===== src/bpcb_pkg.sv =====
// Shared types and constants for the button press classifier with buzzer.
`default_nettype none

package bpcb_pkg;

  // Number of button lanes, fixed by the four-bit button level field.
  localparam int unsigned NUM_BUTTONS = 4;
  // Lane that reports a long press instead of a short press.
  localparam int unsigned POWER_INDEX = 2;

  // Command codes carried by a transaction.
  typedef enum logic [1:0] {
    CMD_POLL    = 2'd0,
    CMD_PULSE   = 2'd1,
    CMD_CONSUME = 2'd2,
    CMD_OFF     = 2'd3
  } cmd_t;

  // Button event codes.
  typedef enum logic [2:0] {
    EVT_NONE       = 3'd0,
    EVT_TEST_ALARM = 3'd1,
    EVT_MUTE       = 3'd2,
    EVT_RESET      = 3'd3,
    EVT_POWER_LONG = 3'd4
  } ev_t;

  // Configuration register indexes (byte address divided by four).
  typedef enum logic [1:0] {
    REG_LONG_PRESS = 2'd0,
    REG_DEBOUNCE   = 2'd1,
    REG_MUTE_DUR   = 2'd2,
    REG_UNUSED     = 2'd3
  } reg_idx_t;

  // Short press event for each lane; the power lane has none.
  localparam ev_t SHORT_CODE [NUM_BUTTONS] = '{EVT_TEST_ALARM, EVT_MUTE, EVT_NONE, EVT_RESET};

  // Configuration register values as seen by the datapath.
  typedef struct packed {
    logic [31:0] long_press_ms;
    logic [31:0] debounce_ms;
    logic [31:0] mute_window_ms;
  } cfg_t;

  // Event posted by one button lane during a poll.
  typedef struct packed {
    logic post;
    ev_t  code;
  } btn_post_t;

endpackage

`default_nettype wire


===== src/bpcb_cfg_regs.sv =====
// APB-style configuration registers for the button press classifier.
`default_nettype none

module bpcb_cfg_regs
  import bpcb_pkg::*;
(
  input  wire logic        clk,
  input  wire logic        rst_n,
  input  wire logic        psel,
  input  wire logic        penable,
  input  wire logic        pwrite,
  input  wire logic [3:0]  paddr,
  input  wire logic [31:0] pwdata,
  output logic      [31:0] prdata,
  output logic             pready,
  output cfg_t             cfg
);

  cfg_t     cfg_r;
  logic     wr_en;
  reg_idx_t idx;

  assign idx    = reg_idx_t'(paddr[3:2]);
  assign wr_en  = psel && penable && pwrite;
  assign pready = 1'b1;
  assign cfg    = cfg_r;

  // Register writes complete in the access phase.
  always_ff @(posedge clk) begin
    if (!rst_n) begin
      cfg_r.long_press_ms  <= 32'd2000;
      cfg_r.debounce_ms    <= 32'd30;
      cfg_r.mute_window_ms <= 32'd1800000;
    end else if (wr_en) begin
      unique case (idx)
        REG_LONG_PRESS: cfg_r.long_press_ms  <= pwdata;
        REG_DEBOUNCE:   cfg_r.debounce_ms    <= pwdata;
        REG_MUTE_DUR:   cfg_r.mute_window_ms <= pwdata;
        REG_UNUSED:     ;
      endcase
    end
  end

  // Read data follows the address; the unused slot reads as zero.
  always_comb begin
    unique case (idx)
      REG_LONG_PRESS: prdata = cfg_r.long_press_ms;
      REG_DEBOUNCE:   prdata = cfg_r.debounce_ms;
      REG_MUTE_DUR:   prdata = cfg_r.mute_window_ms;
      REG_UNUSED:     prdata = '0;
    endcase
  end

endmodule

`default_nettype wire


===== src/bpcb_btn_lane.sv =====
// One button lane: edge detection, press timing and event posting.
`default_nettype none

module bpcb_btn_lane
  import bpcb_pkg::*;
(
  input  wire logic        clk,
  input  wire logic        rst_n,
  input  wire logic        en,
  input  wire logic        level,
  input  wire logic [31:0] now_ms,
  input  wire logic [31:0] long_press_ms,
  input  wire logic [31:0] debounce_ms,
  input  wire ev_t         short_code,
  input  wire logic        long_en,
  output btn_post_t        post
);

  logic        was_pressed_r, was_pressed_nxt;
  logic        long_sent_r, long_sent_nxt;
  logic [31:0] press_time_r, press_time_nxt;
  logic [31:0] held;

  // Hold time wraps with the millisecond counter.
  assign held = now_ms - press_time_r;

  // Next lane state and the event this sample posts, if any.
  always_comb begin
    was_pressed_nxt = level;
    long_sent_nxt   = long_sent_r;
    press_time_nxt  = press_time_r;
    post.post       = 1'b0;
    post.code       = EVT_NONE;
    if (!was_pressed_r && level) begin
      press_time_nxt = now_ms;
      long_sent_nxt  = 1'b0;
    end else if (was_pressed_r && level) begin
      if (long_en && !long_sent_r && (held >= long_press_ms)) begin
        post.post     = 1'b1;
        post.code     = EVT_POWER_LONG;
        long_sent_nxt = 1'b1;
      end
    end else if (was_pressed_r && !level) begin
      if ((held >= debounce_ms) && !long_sent_r && (short_code != EVT_NONE)) begin
        post.post = 1'b1;
        post.code = short_code;
      end
    end
  end

  // Lane state moves only on a poll transaction.
  always_ff @(posedge clk) begin
    if (!rst_n) begin
      was_pressed_r <= 1'b0;
      long_sent_r   <= 1'b0;
      press_time_r  <= '0;
    end else if (en) begin
      was_pressed_r <= was_pressed_nxt;
      long_sent_r   <= long_sent_nxt;
      press_time_r  <= press_time_nxt;
    end
  end

endmodule

`default_nettype wire


===== src/button_press_classifier_buzzer_top.sv =====
// Top level of the button press classifier with buzzer and mute window.
// Each transaction passes the input register and then the result register.
// Throughput: one transaction per cycle while out_stall is low, set by the input register
// and result register with compare and add logic between them.
// Reset (rst_n, synchronous, active low) clears all button, buzzer, mute and event state
// and loads the register defaults; no clearing pass is needed.
`default_nettype none

module button_press_classifier_buzzer_top
  import bpcb_pkg::*;
(
  input  wire logic        clk,
  input  wire logic        rst_n,
  // Input channel
  input  wire logic        in_valid,
  output logic             in_stall,
  input  wire logic [1:0]  in_cmd,
  input  wire logic [31:0] in_now_ms,
  input  wire logic [3:0]  in_button_levels,
  input  wire logic [31:0] in_pulse_ms,
  // Result channel
  output logic             out_valid,
  input  wire logic        out_stall,
  output logic             out_buzzer_on,
  output logic             out_muted,
  output logic [2:0]       out_event_res,
  // Configuration port
  input  wire logic        psel,
  input  wire logic        penable,
  input  wire logic        pwrite,
  input  wire logic [3:0]  paddr,
  input  wire logic [31:0] pwdata,
  output logic      [31:0] prdata,
  output logic             pready
);

  cfg_t cfg;

  // Input register
  logic                   in_valid_r;
  cmd_t                   cmd_r;
  logic [31:0]            now_r;
  logic [NUM_BUTTONS-1:0] levels_r;
  logic [31:0]            pulse_r;

  // Result register
  logic       out_valid_r;
  logic       out_buzzer_r;
  logic       out_muted_r;
  ev_t        out_event_r;

  // Block state
  ev_t         pending_r, pending_nxt;
  logic [31:0] buz_end_r, buz_end_nxt;
  logic [31:0] mute_end_r, mute_end_nxt;
  logic        buz_lvl_r, buz_lvl_nxt;

  logic      advance;
  logic      in_take;
  logic      poll_en;
  ev_t       btn_pend;
  ev_t       ev_out;
  logic      muted_nxt;
  btn_post_t posts [NUM_BUTTONS];

  bpcb_cfg_regs u_cfg (
    .clk     (clk),
    .rst_n   (rst_n),
    .psel    (psel),
    .penable (penable),
    .pwrite  (pwrite),
    .paddr   (paddr),
    .pwdata  (pwdata),
    .prdata  (prdata),
    .pready  (pready),
    .cfg     (cfg)
  );

  // Handshake: the input register advances whenever the result register is free.
  assign advance   = in_valid_r && (!out_valid_r || !out_stall);
  assign in_stall  = in_valid_r && !advance;
  assign in_take   = in_valid && !in_stall;
  assign poll_en   = advance && (cmd_r == CMD_POLL);
  assign out_valid = out_valid_r;
  assign out_buzzer_on = out_buzzer_r;
  assign out_muted     = out_muted_r;
  assign out_event_res = out_event_r;

  // Input register capture.
  always_ff @(posedge clk) begin
    if (!rst_n) begin
      in_valid_r <= 1'b0;
    end else if (in_take) begin
      in_valid_r <= 1'b1;
    end else if (advance) begin
      in_valid_r <= 1'b0;
    end
  end

  always_ff @(posedge clk) begin
    if (in_take) begin
      cmd_r    <= cmd_t'(in_cmd);
      now_r    <= in_now_ms;
      levels_r <= in_button_levels;
      pulse_r  <= in_pulse_ms;
    end
  end

  // One lane per button.
  for (genvar gi = 0; gi < NUM_BUTTONS; gi++) begin : g_lane
    bpcb_btn_lane u_lane (
      .clk           (clk),
      .rst_n         (rst_n),
      .en            (poll_en),
      .level         (levels_r[gi]),
      .now_ms        (now_r),
      .long_press_ms (cfg.long_press_ms),
      .debounce_ms   (cfg.debounce_ms),
      .short_code    (SHORT_CODE[gi]),
      .long_en       (1'(gi == POWER_INDEX)),
      .post          (posts[gi])
    );
  end

  // Command decode and state update; the highest posting lane wins.
  always_comb begin
    pending_nxt  = pending_r;
    buz_end_nxt  = buz_end_r;
    buz_lvl_nxt  = buz_lvl_r;
    mute_end_nxt = mute_end_r;
    ev_out       = EVT_NONE;
    btn_pend     = pending_r;
    for (int i = 0; i < NUM_BUTTONS; i++) begin
      if (posts[i].post) begin
        btn_pend = posts[i].code;
      end
    end
    unique case (cmd_r)
      CMD_POLL: begin
        pending_nxt = btn_pend;
        if ((buz_end_r != '0) && (now_r >= buz_end_r)) begin
          buz_end_nxt = '0;
          buz_lvl_nxt = 1'b0;
        end
        if (btn_pend == EVT_MUTE) begin
          mute_end_nxt = now_r + cfg.mute_window_ms;
          buz_end_nxt  = '0;
          buz_lvl_nxt  = 1'b0;
          pending_nxt  = EVT_NONE;
        end
      end
      CMD_PULSE: begin
        if (!(now_r < mute_end_r)) begin
          buz_end_nxt = now_r + pulse_r;
          buz_lvl_nxt = 1'b1;
        end
      end
      CMD_CONSUME: begin
        ev_out      = pending_r;
        pending_nxt = EVT_NONE;
      end
      CMD_OFF: begin
        buz_end_nxt = '0;
        buz_lvl_nxt = 1'b0;
      end
    endcase
    muted_nxt = (now_r < mute_end_nxt);
  end

  // Block state moves when a transaction passes to the result register.
  always_ff @(posedge clk) begin
    if (!rst_n) begin
      pending_r  <= EVT_NONE;
      buz_end_r  <= '0;
      mute_end_r <= '0;
      buz_lvl_r  <= 1'b0;
    end else if (advance) begin
      pending_r  <= pending_nxt;
      buz_end_r  <= buz_end_nxt;
      mute_end_r <= mute_end_nxt;
      buz_lvl_r  <= buz_lvl_nxt;
    end
  end

  // Result register.
  always_ff @(posedge clk) begin
    if (!rst_n) begin
      out_valid_r <= 1'b0;
    end else if (advance) begin
      out_valid_r <= 1'b1;
    end else if (!out_stall) begin
      out_valid_r <= 1'b0;
    end
  end

  always_ff @(posedge clk) begin
    if (advance) begin
      out_buzzer_r <= buz_lvl_nxt;
      out_muted_r  <= muted_nxt;
      out_event_r  <= ev_out;
    end
  end

  // A posted mute event is always consumed in the same poll.
  a_no_mute_pending: assert property (@(posedge clk) disable iff (!rst_n)
    pending_r != EVT_MUTE)
    else $error("mute event left pending");

  // A consume transaction leaves nothing pending.
  a_consume_clears: assert property (@(posedge clk) disable iff (!rst_n)
    advance && (cmd_r == CMD_CONSUME) |=> pending_r == EVT_NONE)
    else $error("pending event survived consume");

  // Buzzer off drives the buzzer low and clears the pulse end time.
  a_off_stops: assert property (@(posedge clk) disable iff (!rst_n)
    advance && (cmd_r == CMD_OFF) |=> !buz_lvl_r && (buz_end_r == '0))
    else $error("buzzer still active after off command");

  // A result is never overwritten while it is stalled.
  a_no_overwrite: assert property (@(posedge clk) disable iff (!rst_n)
    out_valid_r && out_stall |-> !advance)
    else $error("stalled result overwritten");

endmodule

`default_nettype wire

===== config.mk =====
export PLATFORM = sky130hd
export DESIGN_NAME = button_press_classifier_buzzer_top
export DESIGN_NICKNAME = d
export VERILOG_FILES = /design/src/bpcb_pkg.sv /design/src/bpcb_cfg_regs.sv /design/src/bpcb_btn_lane.sv /design/src/button_press_classifier_buzzer_top.sv
export SDC_FILE = /design/constraint.sdc
export NUM_CORES = 1
export LEC_CHECK = 0
export BUFFER_PORTS_ARGS = -buffer_cell sky130_fd_sc_hd__clkbuf_2
export CORE_MARGIN = 5
export CORE_UTILIZATION = 45
export CTS_CLUSTER_SIZE = 16
export DETAILED_ROUTE_END_ITERATION = 10
export REMOVE_ABC_BUFFERS = 1
export SETUP_SLACK_MARGIN = 0.1
export SLEW_MARGIN = 20
export SYNTH_ARGS = -nofsm -noshare
export SYNTH_HDL_FRONTEND = slang
export SYNTH_SLANG_ARGS = --single-unit

===== constraint.sdc =====
create_clock -name clk -period 20 [get_ports clk]
set_input_delay 1 -clock clk [delete_from_list [all_inputs] [get_ports clk]]
set_output_delay 1 -clock clk [all_outputs]
set_load 0.01 [all_outputs]

Word-level counts from Yosys, hierarchy flattened
Index checks and enable logic that the tools add are counted.
{"block": "op_classes", "add_sub_neg": 6, "order_cmp": 7, "n_eq_ne": 10, "muxes": 39, "n_reduce_logical": 50}
{"cell": "32-bit >= comparator", "n": 5}
{"cell": "32-bit two-way mux", "n": 5}
{"cell": "32-bit one-hot mux with 4 select lines", "n": 1}
{"cell": "32-bit subtractor", "n": 4}
{"cell": "32-bit one-hot mux with 3 select lines", "n": 1}
{"cell": "32-bit adder", "n": 2}
{"cell": "32-bit < comparator", "n": 2}
{"cell": "4-bit two-way mux", "n": 15}
{"cell": "32-bit nonzero test", "n": 1}
{"cell": "1-bit logical AND", "n": 19}
{"cell": "2-bit AND reduction", "n": 8}
{"cell": "3-bit two-way mux", "n": 5}
{"cell": "1-bit logical NOT", "n": 12}
{"cell": "1-bit two-way mux", "n": 10}
{"cell": "2-bit == test, second input constant", "n": 4}
{"cell": "2-bit nonzero test", "n": 4}
{"cell": "3-bit one-hot mux with 2 select lines", "n": 1}
{"cell": "2-bit by 1-bit == test with 1-bit output, second input constant", "n": 2}
{"cell": "2-bit logical NOT", "n": 2}
{"cell": "4-bit AND reduction", "n": 1}
{"cell": "3-bit by 2-bit == test with 1-bit output, second input constant", "n": 1}
{"cell": "3-bit by 1-bit != test with 1-bit output, second input constant", "n": 1}
{"cell": "1-bit one-hot mux with 3 select lines", "n": 1}
{"cell": "3-bit AND reduction", "n": 1}
{"cell": "4 further kinds", "n": 4}
{"block": "totals", "reg_bits": 374, "wordCells": 137}

Depth between registers and ports, before layout
Gate-level depths: netlist of run 1.
{"block": "depth", "word_depth": 14, "mapped_depth": 41, "depth_no_buf": 40}

Hierarchy
From an unflattened synthesis of run 1, not the netlist that was laid out.
{"block": "unflattened", "cells_unflattened": 4093, "area_unflattened_um2": 33399.5}
{"module": "button_press_classifier_buzzer_top", "instances": 1, "cells_each": 1148, "area_each_um2": 10691.5, "seq_area_each_um2": 3653.5}
{"module": "bpcb_btn_lane at g_lane[1].u_lane", "instances": 1, "cells_each": 633, "area_each_um2": 4638.2, "seq_area_each_um2": 680.7}
{"module": "bpcb_btn_lane at g_lane[3].u_lane", "instances": 1, "cells_each": 617, "area_each_um2": 4588.2, "seq_area_each_um2": 680.7}
{"module": "bpcb_btn_lane at g_lane[2].u_lane", "instances": 1, "cells_each": 613, "area_each_um2": 4569.4, "seq_area_each_um2": 680.7}
{"module": "bpcb_btn_lane at g_lane[0].u_lane", "instances": 1, "cells_each": 602, "area_each_um2": 4493.1, "seq_area_each_um2": 680.7}
{"module": "bpcb_cfg_regs", "instances": 1, "cells_each": 480, "area_each_um2": 4419.2, "seq_area_each_um2": 1921.8}

Least setup slack after synthesis of run 1
Ideal clock, no wire load.
{"block": "synth_timing", "kind": "reg2reg", "startpoint": "register now_r[1]", "endpoint": "register out_muted_r, in the netlist out_muted (data pin)", "setup_ns": 0.167, "arrival_time_ns": 6.896, "required_ns": 19.833, "setup_slack_ns": 12.937, "path_stages_with_launch": 37, "path_buffers": 1, "period_less_slack_ns": 7.063, "path_cell_list": "edfxtp_1 ha_1 nor2b_1 o31a_1 o31ai_1 a311oi_1 o31a_1 a22o_1 o41ai_4 o21ai_2 a21oi_2 o21bai_1 a21oi_1 xnor2_1 ha_1 a21o_1 a21o_1 a21oi_1 nand3_1 a21oi_1 nor4b_2 a31o_2 nand4_4 buf_4 mux2i_1 ha_1 a21o_1 a21oi_1 nor2b_1 o21ai_0 nand2b_1 a21o_1 a221oi_1 o31ai_1 nand2_1 a31oi_1 a211oi_1"}
{"block": "synth_via", "elab_chain_len": 14, "elab_cells_between_ends": 33, "cone_classes": "add/sub: 5; order compare: 5; eq/ne: 1; mux: 21; reduce/logical: 1"}
{"item": "from (decl)", "line": "button_press_classifier_buzzer_top.sv:42", "text": "logic [31:0] now_r;"}
{"item": "from (signal assigned)", "line": "button_press_classifier_buzzer_top.sv:103", "text": "now_r <= in_now_ms;"}
{"item": "32-bit subtractor", "line": "bpcb_btn_lane.sv:25", "text": "assign held = now_ms - press_time_r;"}
{"item": "32-bit >= comparator", "line": "bpcb_btn_lane.sv:44", "text": "if ((held >= debounce_ms) && !long_sent_r && (short_code != EVT_NONE)) begin"}
{"item": "4-bit two-way mux", "line": "bpcb_btn_lane.sv:44"}
{"item": "4-bit two-way mux", "line": "bpcb_btn_lane.sv:43", "text": "end else if (was_pressed_r && !level) begin"}
{"item": "4-bit two-way mux", "line": "bpcb_btn_lane.sv:37", "text": "end else if (was_pressed_r && level) begin"}
{"item": "4-bit two-way mux", "line": "bpcb_btn_lane.sv:34", "text": "if (!was_pressed_r && level) begin"}
{"item": "3-bit two-way mux (4 in series)", "line": "button_press_classifier_buzzer_top.sv:134", "text": "if (posts[i].post) begin"}
{"item": "3-bit by 2-bit == test with 1-bit output", "line": "button_press_classifier_buzzer_top.sv:145", "text": "if (btn_pend == EVT_MUTE) begin"}
{"item": "32-bit two-way mux", "line": "button_press_classifier_buzzer_top.sv:145"}
{"item": "32-bit two-way mux", "line": "button_press_classifier_buzzer_top.sv:138", "text": "unique case (cmd_r)"}
{"item": "32-bit < comparator (*)", "line": "button_press_classifier_buzzer_top.sv:167", "text": "muted_nxt = (now_r < mute_end_nxt);"}
{"item": "via muted_nxt", "line": "button_press_classifier_buzzer_top.sv:63", "text": "logic muted_nxt;"}
{"item": "to (signal assigned)", "line": "button_press_classifier_buzzer_top.sv:199", "text": "out_muted_r <= muted_nxt;"}
{"item": "to (decl)", "line": "button_press_classifier_buzzer_top.sv:49", "text": "logic out_muted_r;"}
Mark *: on every way through the listed nets, which the timed path passes. The rest lies on a longest branch.
A chain may end at the register's enable or synchronous reset.

Worst setup path after layout of run 1
{"block": "layout_timing", "startpoint": "register now_r[0]", "endpoint": "register out_muted_r, in the netlist out_muted (data pin)"}
Same word-level chain as after synthesis.

==> run summary, run 1 <==
The run finished with clean final reports. The number of buffers added by the clock tree synthesis step is 47. The clock-pin slew of the registers on the worst-case setup and hold paths came out at ~60 ps. Entering global routing, the biggest net connects 135 pins.

In this run the critical register-to-register path is captured at out_muted. The setup-violating endpoint count in the final report is 0. The arrival time at the worst endpoint is roughly 9700 ps. The final worst slack came out at approximately 11000 ps. The via count of the first global-routing pass came to 22539.

CTS placed an instance of clkbuf_16 at the clock tree root. The number of warnings printed during yosys synthesis is 0. The largest individual stage delay along the critical path comes from the cell o41ai_2. Across the run, the number of max-cap violations was 0. The area of the multi-input gates is 18700 um2.

The total number of H-tree levels came out at 2. The tightest min-delay check is of the reg2reg type. TritonCTS built the clock tree. The post-synthesis sequential area ratio is 0.290. Of all nets on the critical path, the largest fanout is 36. Relative to the synthesized area, the layout overhead comes to 11.7%. The cell family contributing the most delay on the critical path is compound AO/OA/AOI/OAI gates. For this design the ratio of total power to cell area is roughly 66 nW/um2. The instance count along the most critical hold path came out at 2.

The first-pass iteration count of the detailed router is 5. The worst slack at placement is roughly 11000 ps. The instance area at placement is approximately 30000 um2.

The final design utilization came out at 0.505. The number of clock sinks is 374. The number of vias after detailed routing came out at 23299. The synthesized area is ~28000 um2. The floorplan core area came out at around 63000 um2.

The DRC violation count after routing is 0. The gate count of the mapped netlist came out at 3428. The total number of nets in the final design is between 4000 and 5000. The part of the cycle the worst path needs is 0.465. Pin placement for this block handled around 150 I/O pins. The distinct cell type count after synthesis is 90.

By instance count, the cell type seen most on the critical path is a21o_1. The path with the worst hold slack has its endpoint at g_lane[0].u_lane.press_time_r[6]. The final design instance area without fill is around 32000 um2. The transition time of the tightest slew-check pin is slightly below 1000 ps. The violation count after the first detailed-routing iteration is between 1000 and 1500. The overall routed net length came out at 71.4 mm.

The last weighted congestion value of the routability-driven placer is between 0.8 and 0.9. The number of antenna-violating nets in the routed design is 0. The average cell area after synthesis is between 8 and 9 um2. The effective utilization at floorplan is 0.452.

The floorplan has between 90 and 100 rows. The max-slew violation count came out at 0. The worst register-to-register path begins at now_r[0]. Derived from the worst setup path, the maximum achievable clock frequency is around 110 MHz. The setup TNS is 0 ps. The remaining global-route overflow is 0. Leaving out filler cells and counting taps, the final layout contains approximately 4500. By startpoint and endpoint, the worst setup path is classified as reg2reg. The delay of the slowest critical-path stage is 690 ps.

The maximum buffer depth of the clock tree came out at 3. The initial antenna violation count came to 0. The antenna diode instance count is 0. The half-perimeter wire length of the detailed placement result is around 55 mm. The synthesized design contains approximately 370 register bits. The number of filler instances in the final layout is 6221. The post-cts sizing count came out at 0.

The clock arrives with ~28 ps of skew. The number of enable flip-flop cells after synthesis came out at 75. For the worst setup path, the data required time is around 20000 ps. The die covers approximately 70000 um2. The leakage power figure is approximately 13 nW. The worst hold path begins at g_lane[0].u_lane.press_time_r[6]. The worst hold slack across all endpoints came out at approximately 460 ps.

The worst voltage drop across the vdd grid came out at between 60 and 70 uV. The length in cells of the worst reg-to-reg path came out at 37. The kind of start point of the critical path is a register. The most used flip-flop cell after synthesis is dfxtp_1. The share of synthesized flip-flops with an asynchronous set or reset came out at 0. The count of buffering cells on the critical path with inverters included is 3.

The area occupied by registers came out at 8240 um2. The number of setup buffers added after CTS came out at 0. The mean routed wirelength per cell came out at 16.0 um. The clock reaches the later pin of the worst-skew pair after about 580 ps.

The die height came out at roughly 260 um. The horizontal extent of the die is 261 um. The number of hold-repair buffers added at the cts stage is 0. The wire length of the first global-routing pass came out at 116 mm. The overall power of the completed layout is roughly 2.1 mW. Setup repair after global routing left no endpoint under its margin. Dividing the detail-routed via count by the number of cells gives between 5 and 6.

In the final layout, the share of cells above drive strength 1 is 0.0910. The headroom to the max-slew limit is 0.357. The internal reg-to-reg setup slack came out at 10690 ps.

The placed instance count came out at between 4000 and 5000. The worst setup path is captured at a register. The hold violation total from the final report is 0. The shortest clock period the worst path allows after layout came out at 9310 ps. Across every metal layer, demand over resource in global routing totals 0.206. The number of port buffers came out at ~150.
cells in the mapped netlist, types with 6 or more instances:
library cell	instances	area, um2
nand2_1	589	2210
nor2_1	156	586
nor2b_1	42	263
or2_2	9	56.3
clkbuf_1	97	364
nand4_1	46	288
nor3b_1	7	52.6
o21bai_1	28	210
xor2_1	56	490
nor4_1	11	68.8
o21a_1	29	218
o31ai_1	13	97.6
mux2i_1	93	931
fa_1	6	120
a21o_1	139	1040
o31a_1	8	70.1
and2_1	24	150
ha_1	408	5100
o21ai_0	133	666
o211a_1	13	130
nor3_1	35	175
and3_1	10	62.6
nand3_1	44	220
a21boi_0	219	1640
o211ai_1	19	143
o21ai_1	8	40.0
a211oi_1	19	143
or3_1	9	56.3
a31oi_1	16	100
dfxtp_1	299	5990
nand2b_1	33	206
xnor2_1	116	1020
inv_1	299	1120
a21oi_1	203	1020
edfxtp_1	75	2250
cells by family after synthesis:
| logic type | share of synthesized area |
|---|---|
| fa+ha+maj | 0.184 |
| xor+xnor | 0.0530 |
| flops | 0.290 |
| mux | 0.0339 |
| other cells | 0.000132 |
| simple gates | 0.163 |
| compound gates | 0.221 |
| buf+inv | 0.0551 |
cells in the final DEF, fill, tap and decap left out, types with 116 or more instances in the layout:
master	n
clkbuf_2	148
dfxtp_1	299
ha_1	408
a21o_1	139
nand2_1	589
a21boi_0	219
inv_1	299
o21ai_0	133
xnor2_1	116
a21oi_1	203
nor2_1	155
area by class of cell:
class                           instances  share of cell area
Sequential cell                       374               0.259
Inverter                              300              0.0355
Timing Repair Buffer                  201              0.0360
Multi-Input combinational cell       2644               0.588
Clock inverter                         18             0.00469
Clock buffer                           67              0.0433
Tap cell                              846              0.0333
worst max-delay path by stage:
stage | start | end | slack (ps) | cells after the start
final | now_r[0] | out_muted | 10690 | 37
after global routing | now_r[0] | out_muted | 10030 | 37
after CTS | now_r[0] | out_muted | 10730 | 37
after detailed placement | now_r[0] | out_muted | 10730 | 37
after global placement | now_r[0] | out_muted | 10780 | 37
after floorplan | now_r[0] | out_muted | 12550 | 39
report_power, final:
group          internal [mW]  switching, mW  leakage [nW]
Combinational          0.198          0.249          8.98
Clock                  0.503          0.340         0.747
Sequential             0.790         0.0156          3.15
layer usage:
| metal | track usage | share of wire | vias up |
|---|---|---|---|
| li1 | - | - | 12272 |
| met2 | 0.354 | 0.46 | 328 |
| met3 | 0.0247 | 0.037 | 74 |
| met5 | 0 | 0 | - |
| met4 | 0.0419 | 0.016 | 0 |
| met1 | 0.282 | 0.49 | 10625 |
state kept, by name, summed over array words and instances, names as in the netlist, 2 cells and up:
name / cells
buz_end_r: 32
cmd_r: 2
g_lane.u_lane.press_time_r: 128
g_lane.u_lane.was_pressed_r: 4
levels_r: 4
mute_end_r: 32
now_r: 32
out_event_res: 3
pending_r: 3
pulse_r: 32
u_cfg.cfg: 96
tightest hold or removal path, cell delays in order, from the launching register on:
cell	delay, ps
dfxtp_1	310
nand2_1	40
a21boi_0	60
Power figures use the tool's default switching activity.
==> run 2, diff against run 1 <==
--- a/config.mk
+++ b/config.mk
@@ -5,6 +5,7 @@
 export SDC_FILE = /design/constraint.sdc
 export NUM_CORES = 1
 export LEC_CHECK = 0
+export ABC_AREA = 1
 export BUFFER_PORTS_ARGS = -buffer_cell sky130_fd_sc_hd__clkbuf_2
 export CORE_MARGIN = 5
 export CORE_UTILIZATION = 45
==> constraint.sdc (replaced) <==
create_clock -name clk -period 8.5 [get_ports clk]
set_input_delay 0.425 -clock clk [delete_from_list [all_inputs] [get_ports clk]]
set_output_delay 0.425 -clock clk [all_outputs]
set_load 0.01 [all_outputs]
==> run 2 against run 1 <==
Effect of this change:
- first-iteration DRC count is 45% higher
- core utilization is 0.74 points higher
- clock power is 130% higher
- non-clock buffer count is 44 higher
- setup slack worse by 9600 ps
- sequential power is 140% higher
- total power is 150% higher
- global-route usage is 2.8 points higher
- clock skew hardly changed
- synthesized cell count is 7.8% higher
- wire length is 12% higher
- highest routed layer unchanged
==> run summary, run 2 <==
The violation count after the first detailed-routing iteration came to 1512 (+45%). The top cell types in the final layout, fill and taps aside, are a21oi_1 (558), nand2_1 (533), inv_1 (514), ha_1 (408), o21ai_0 (341). The overall routed net length came to 80.0 mm (+12%). The average cell area after synthesis came out at 7.54 um2 (-9.1%).

The half-perimeter wire length of the detailed placement result came out at 61.7 mm (+12%). The final clock skew is 28.2 ps (+0.276 ps). The mean routed wirelength per cell came out at 17.0 um (+5.9%).

The setup TNS came out at 0 ps (unchanged). The wire length of the first global-routing pass is 126 mm (+9.1%). The die height is 259 um (-0.95%). The maximum buffer depth of the clock tree came out at 3 (unchanged).

The per-cell via count in the routed design is 5.28 (+0.88%). The number of clock sinks is 374 (unchanged). The total number of nets in the final design is 4411 (+7.7%). The switching power total came out at 1.66 mW (+170%). The remaining global-route overflow is 0 (unchanged). The part of the cycle the worst path needs came out at 0.869 (+0.404). The design internal power is 3.54 mW (+140%). The final design instance area without fill came out at 31500 um2 (-0.74%).

The arrival time at the worst endpoint came out at 7710 ps (-2010 ps). The switching power as a share of total power came to 0.319 (+0.0307). The last weighted congestion value of the routability-driven placer is 0.902 (+3.4%). The maximum number of pins on one net before global-route repair came out at 146 (+8.1%).

The antenna diode instance count is 0 (unchanged). Clock tree synthesis selected as its root buffer the cell clkbuf_16. The logic gate share of total power came to 0.251 (+0.038). Summed over all instances, the cell type with the most area after synthesis is dfxtp_1.

The share of synthesized flip-flops with an asynchronous set or reset is 0 (unchanged). The initial antenna violation count is 0 (unchanged). The setup-violating endpoint count in the final report is 0 (unchanged).

The shortest clock period the worst path allows after layout is 7390 ps (-1920 ps). The clock-pin slew of the registers on the worst-case setup and hold paths is 60 ps (about the same). The worst slack at placement is 1130 ps (-9590 ps). The number of vias after detailed routing came out at 24877 (+6.8%).

The final worst slack came out at 1110 ps (-9580 ps). The number of I/O pins is 153 (unchanged). The maximum fanout count along the critical path was 39 (+8.3%). The fraction of post-synthesis cell area in the top cell type by area is 0.215 (+0.00423). From synthesis to final layout, the design area changed by 13.1%. The number of enable flip-flop cells after synthesis came to 75 (unchanged).

The non-filler instance count after layout is 4710 (+5.8%). The clock latency reported for the late side of the worst-skew pair was 590 ps (about the same). The via count of the first global-routing pass was 23858 (+5.9%). The cell area power density is 165 nW/um2 (+150%). The hold violation total from the final report is 0 (unchanged). The delay of the slowest critical-path stage is 550 ps (-140 ps). The most common cell after layout, fill and taps aside is a21oi_1. The worst hold path class is in2reg. The fraction of final layout cells sized beyond drive strength 1 is 0.0949 (+0.00389).

The flop and latch count out of synthesis came to 374 (unchanged). The distinct cell type count after synthesis is 64 (-29%). The number of antenna-violating nets in the routed design came to 0 (unchanged). The portion of total power attributed to the clock network came out at 0.376 (-0.026). In this design, the critical path's most frequently occurring cell is nand2_1.

The placed instance count came out at 4576 (+4.8%). Counting flops per register, the top entry is g_lane.u_lane.press_time_r. The run finished with clean final reports. The die area is 67000 um2 (-1.9%).

The floorplan core area is 61500 um2 (-2.2%). The transition time of the tightest slew-check pin is 991 ps (+25.8 ps). The DRC violation count after routing is 0 (unchanged).

STA classifies the critical path endpoint as a register. The post-synthesis sequential area ratio came out at 0.296 (+0.00582). The worst voltage drop across the vdd grid came to 160 uV (+160%). The overall power of the completed layout came out at 5.20 mW (+150%). The sequential power share is 0.373 (-0.011). The number of warnings printed during yosys synthesis is 0 (unchanged). The number of flip-flops in the largest register was 128 (unchanged). a21oi_1 is the most common cell in the netlist.

The synthesized area was 27900 um2 (-2.0%). The max-slew violation count is 0 (unchanged). The horizontal extent of the die is 259 um (-0.95%). The total number of placement rows came out at 91 (-1.1%). The critical path data required time came to 8820 ps (-11590 ps). The master of the slowest instance on the critical path is inv_2. The effective utilization at floorplan came to 0.453 (+0.000954). The instance area at placement is 29500 um2 (-2.3%). The total number of H-tree levels is 2 (unchanged). The gate count of the mapped netlist is 3697 (+7.8%). The first-pass iteration count of the detailed router is 6 (+1).

The total global routing track utilization came to 0.234 (+0.0281). Sorting the synthesized cells by how often they occur yields a21oi_1 (558), nand2_1 (533), inv_1 (516). The headroom to the max-slew limit is 0.339 (-0.0172). STA classifies the critical path startpoint as a register.

TritonCTS built the clock tree. The number of buffers added by the clock tree synthesis step came out at 45 (-4.3%). The number of max-cap violations came out at 0 (unchanged).

The post-cts sizing count is 0 (unchanged). The classification of the worst setup path is reg2reg. The number of port buffers came to 149 (unchanged). The leakage power figure is 13.8 nW (+6.9%).

Sorting the synthesized cells by area gives the leading types as dfxtp_1 (21%), ha_1 (18%), a21oi_1 (10%). The achievable frequency is 135 MHz (+26%). Setup repair after global routing left no endpoint under its margin.

The most used flip-flop cell after synthesis is dfxtp_1.
==> run 2: cell families (layout without fill, tap and decap cells) <==
kind of cell,count (synthesis),count (layout),share of synthesized area
other,1,1,0.000135
AO/OA/AOI/OAI,1147,1147,0.232
adder cells (fa/ha/maj),414,414,0.188
XOR/XNOR,170,170,0.0534
buffers and inverters,632,855,0.0865
AND/OR/NAND/NOR,959,959,0.145
flip-flops,374,374,0.296
==> run 2: path summary, 6_finish.rpt <==
kind	start	to	slack, ps	cells after the start
worst max-delay path	now_r[0]	out_muted	1110	46
worst min-delay path	in_pulse_ms[23]	pulse_r[23]	40	1
worst max register to register	now_r[0]	out_muted	1110	46
worst min register to register	g_lane[3].u_lane.press_time_r[17]	g_lane[3].u_lane.press_time_r[17]	460	2
==> run 2: routing by layer <==
metal / track usage / vias to the layer above / routed length, um
li1: - / 13033 / -
met1: 0.316 / 11216 / 37200
met2: 0.390 / 502 / 36100
met3: 0.0368 / 126 / 4190
met4: 0.0683 / 0 / 2580
met5: 0 / - / 0
==> run 2: power by group through the flow <==
stage	Clock [mW]	Sequential, mW	Combinational (mW)
final	1.96	1.94	1.30
after global routing	2.07	1.95	1.50
after CTS	2.01	1.94	1.30
after detailed placement	0	1.98	1.27
after global placement	0	1.98	1.27
after floorplan	0	1.96	0.932
==> run 2: repair_timing <==
action,in CTS,in global routing
hold buffers,51,0
buffers inserted,0,0
hold endpoints to repair,51,0
==> run 2: stage by stage <==
step                      utilization  hold WS [ps]
after floorplan                     -           433
after global placement          0.480           445
after detailed placement        0.480           451
after CTS                       0.513         0.606
after global routing            0.513          4.75
final                           0.513          35.9
==> run 2: layout make-up <==
class | instances | area (um2)
Tap cell | 790 | 988
Multi-Input combinational cell | 2691 | 17200
Inverter | 527 | 1980
Sequential cell | 374 | 8240
Clock inverter | 23 | 221
Clock buffer | 60 | 1260
Timing Repair Buffer | 245 | 1610
Fill cell | 6137 | 30000
==> run 2: worst max-delay path, delay by kind of cell, from the launching register on <==
| kind | cells | cell delay (ps) |
|---|---|---|
| AO/OA/AOI/OAI | 18 | 2310 |
| adder cells (fa/ha/maj) | 4 | 1110 |
| buffers and inverters | 5 | 1160 |
| flip-flops | 1 | 470 |
| AND/OR/NAND/NOR | 19 | 2040 |
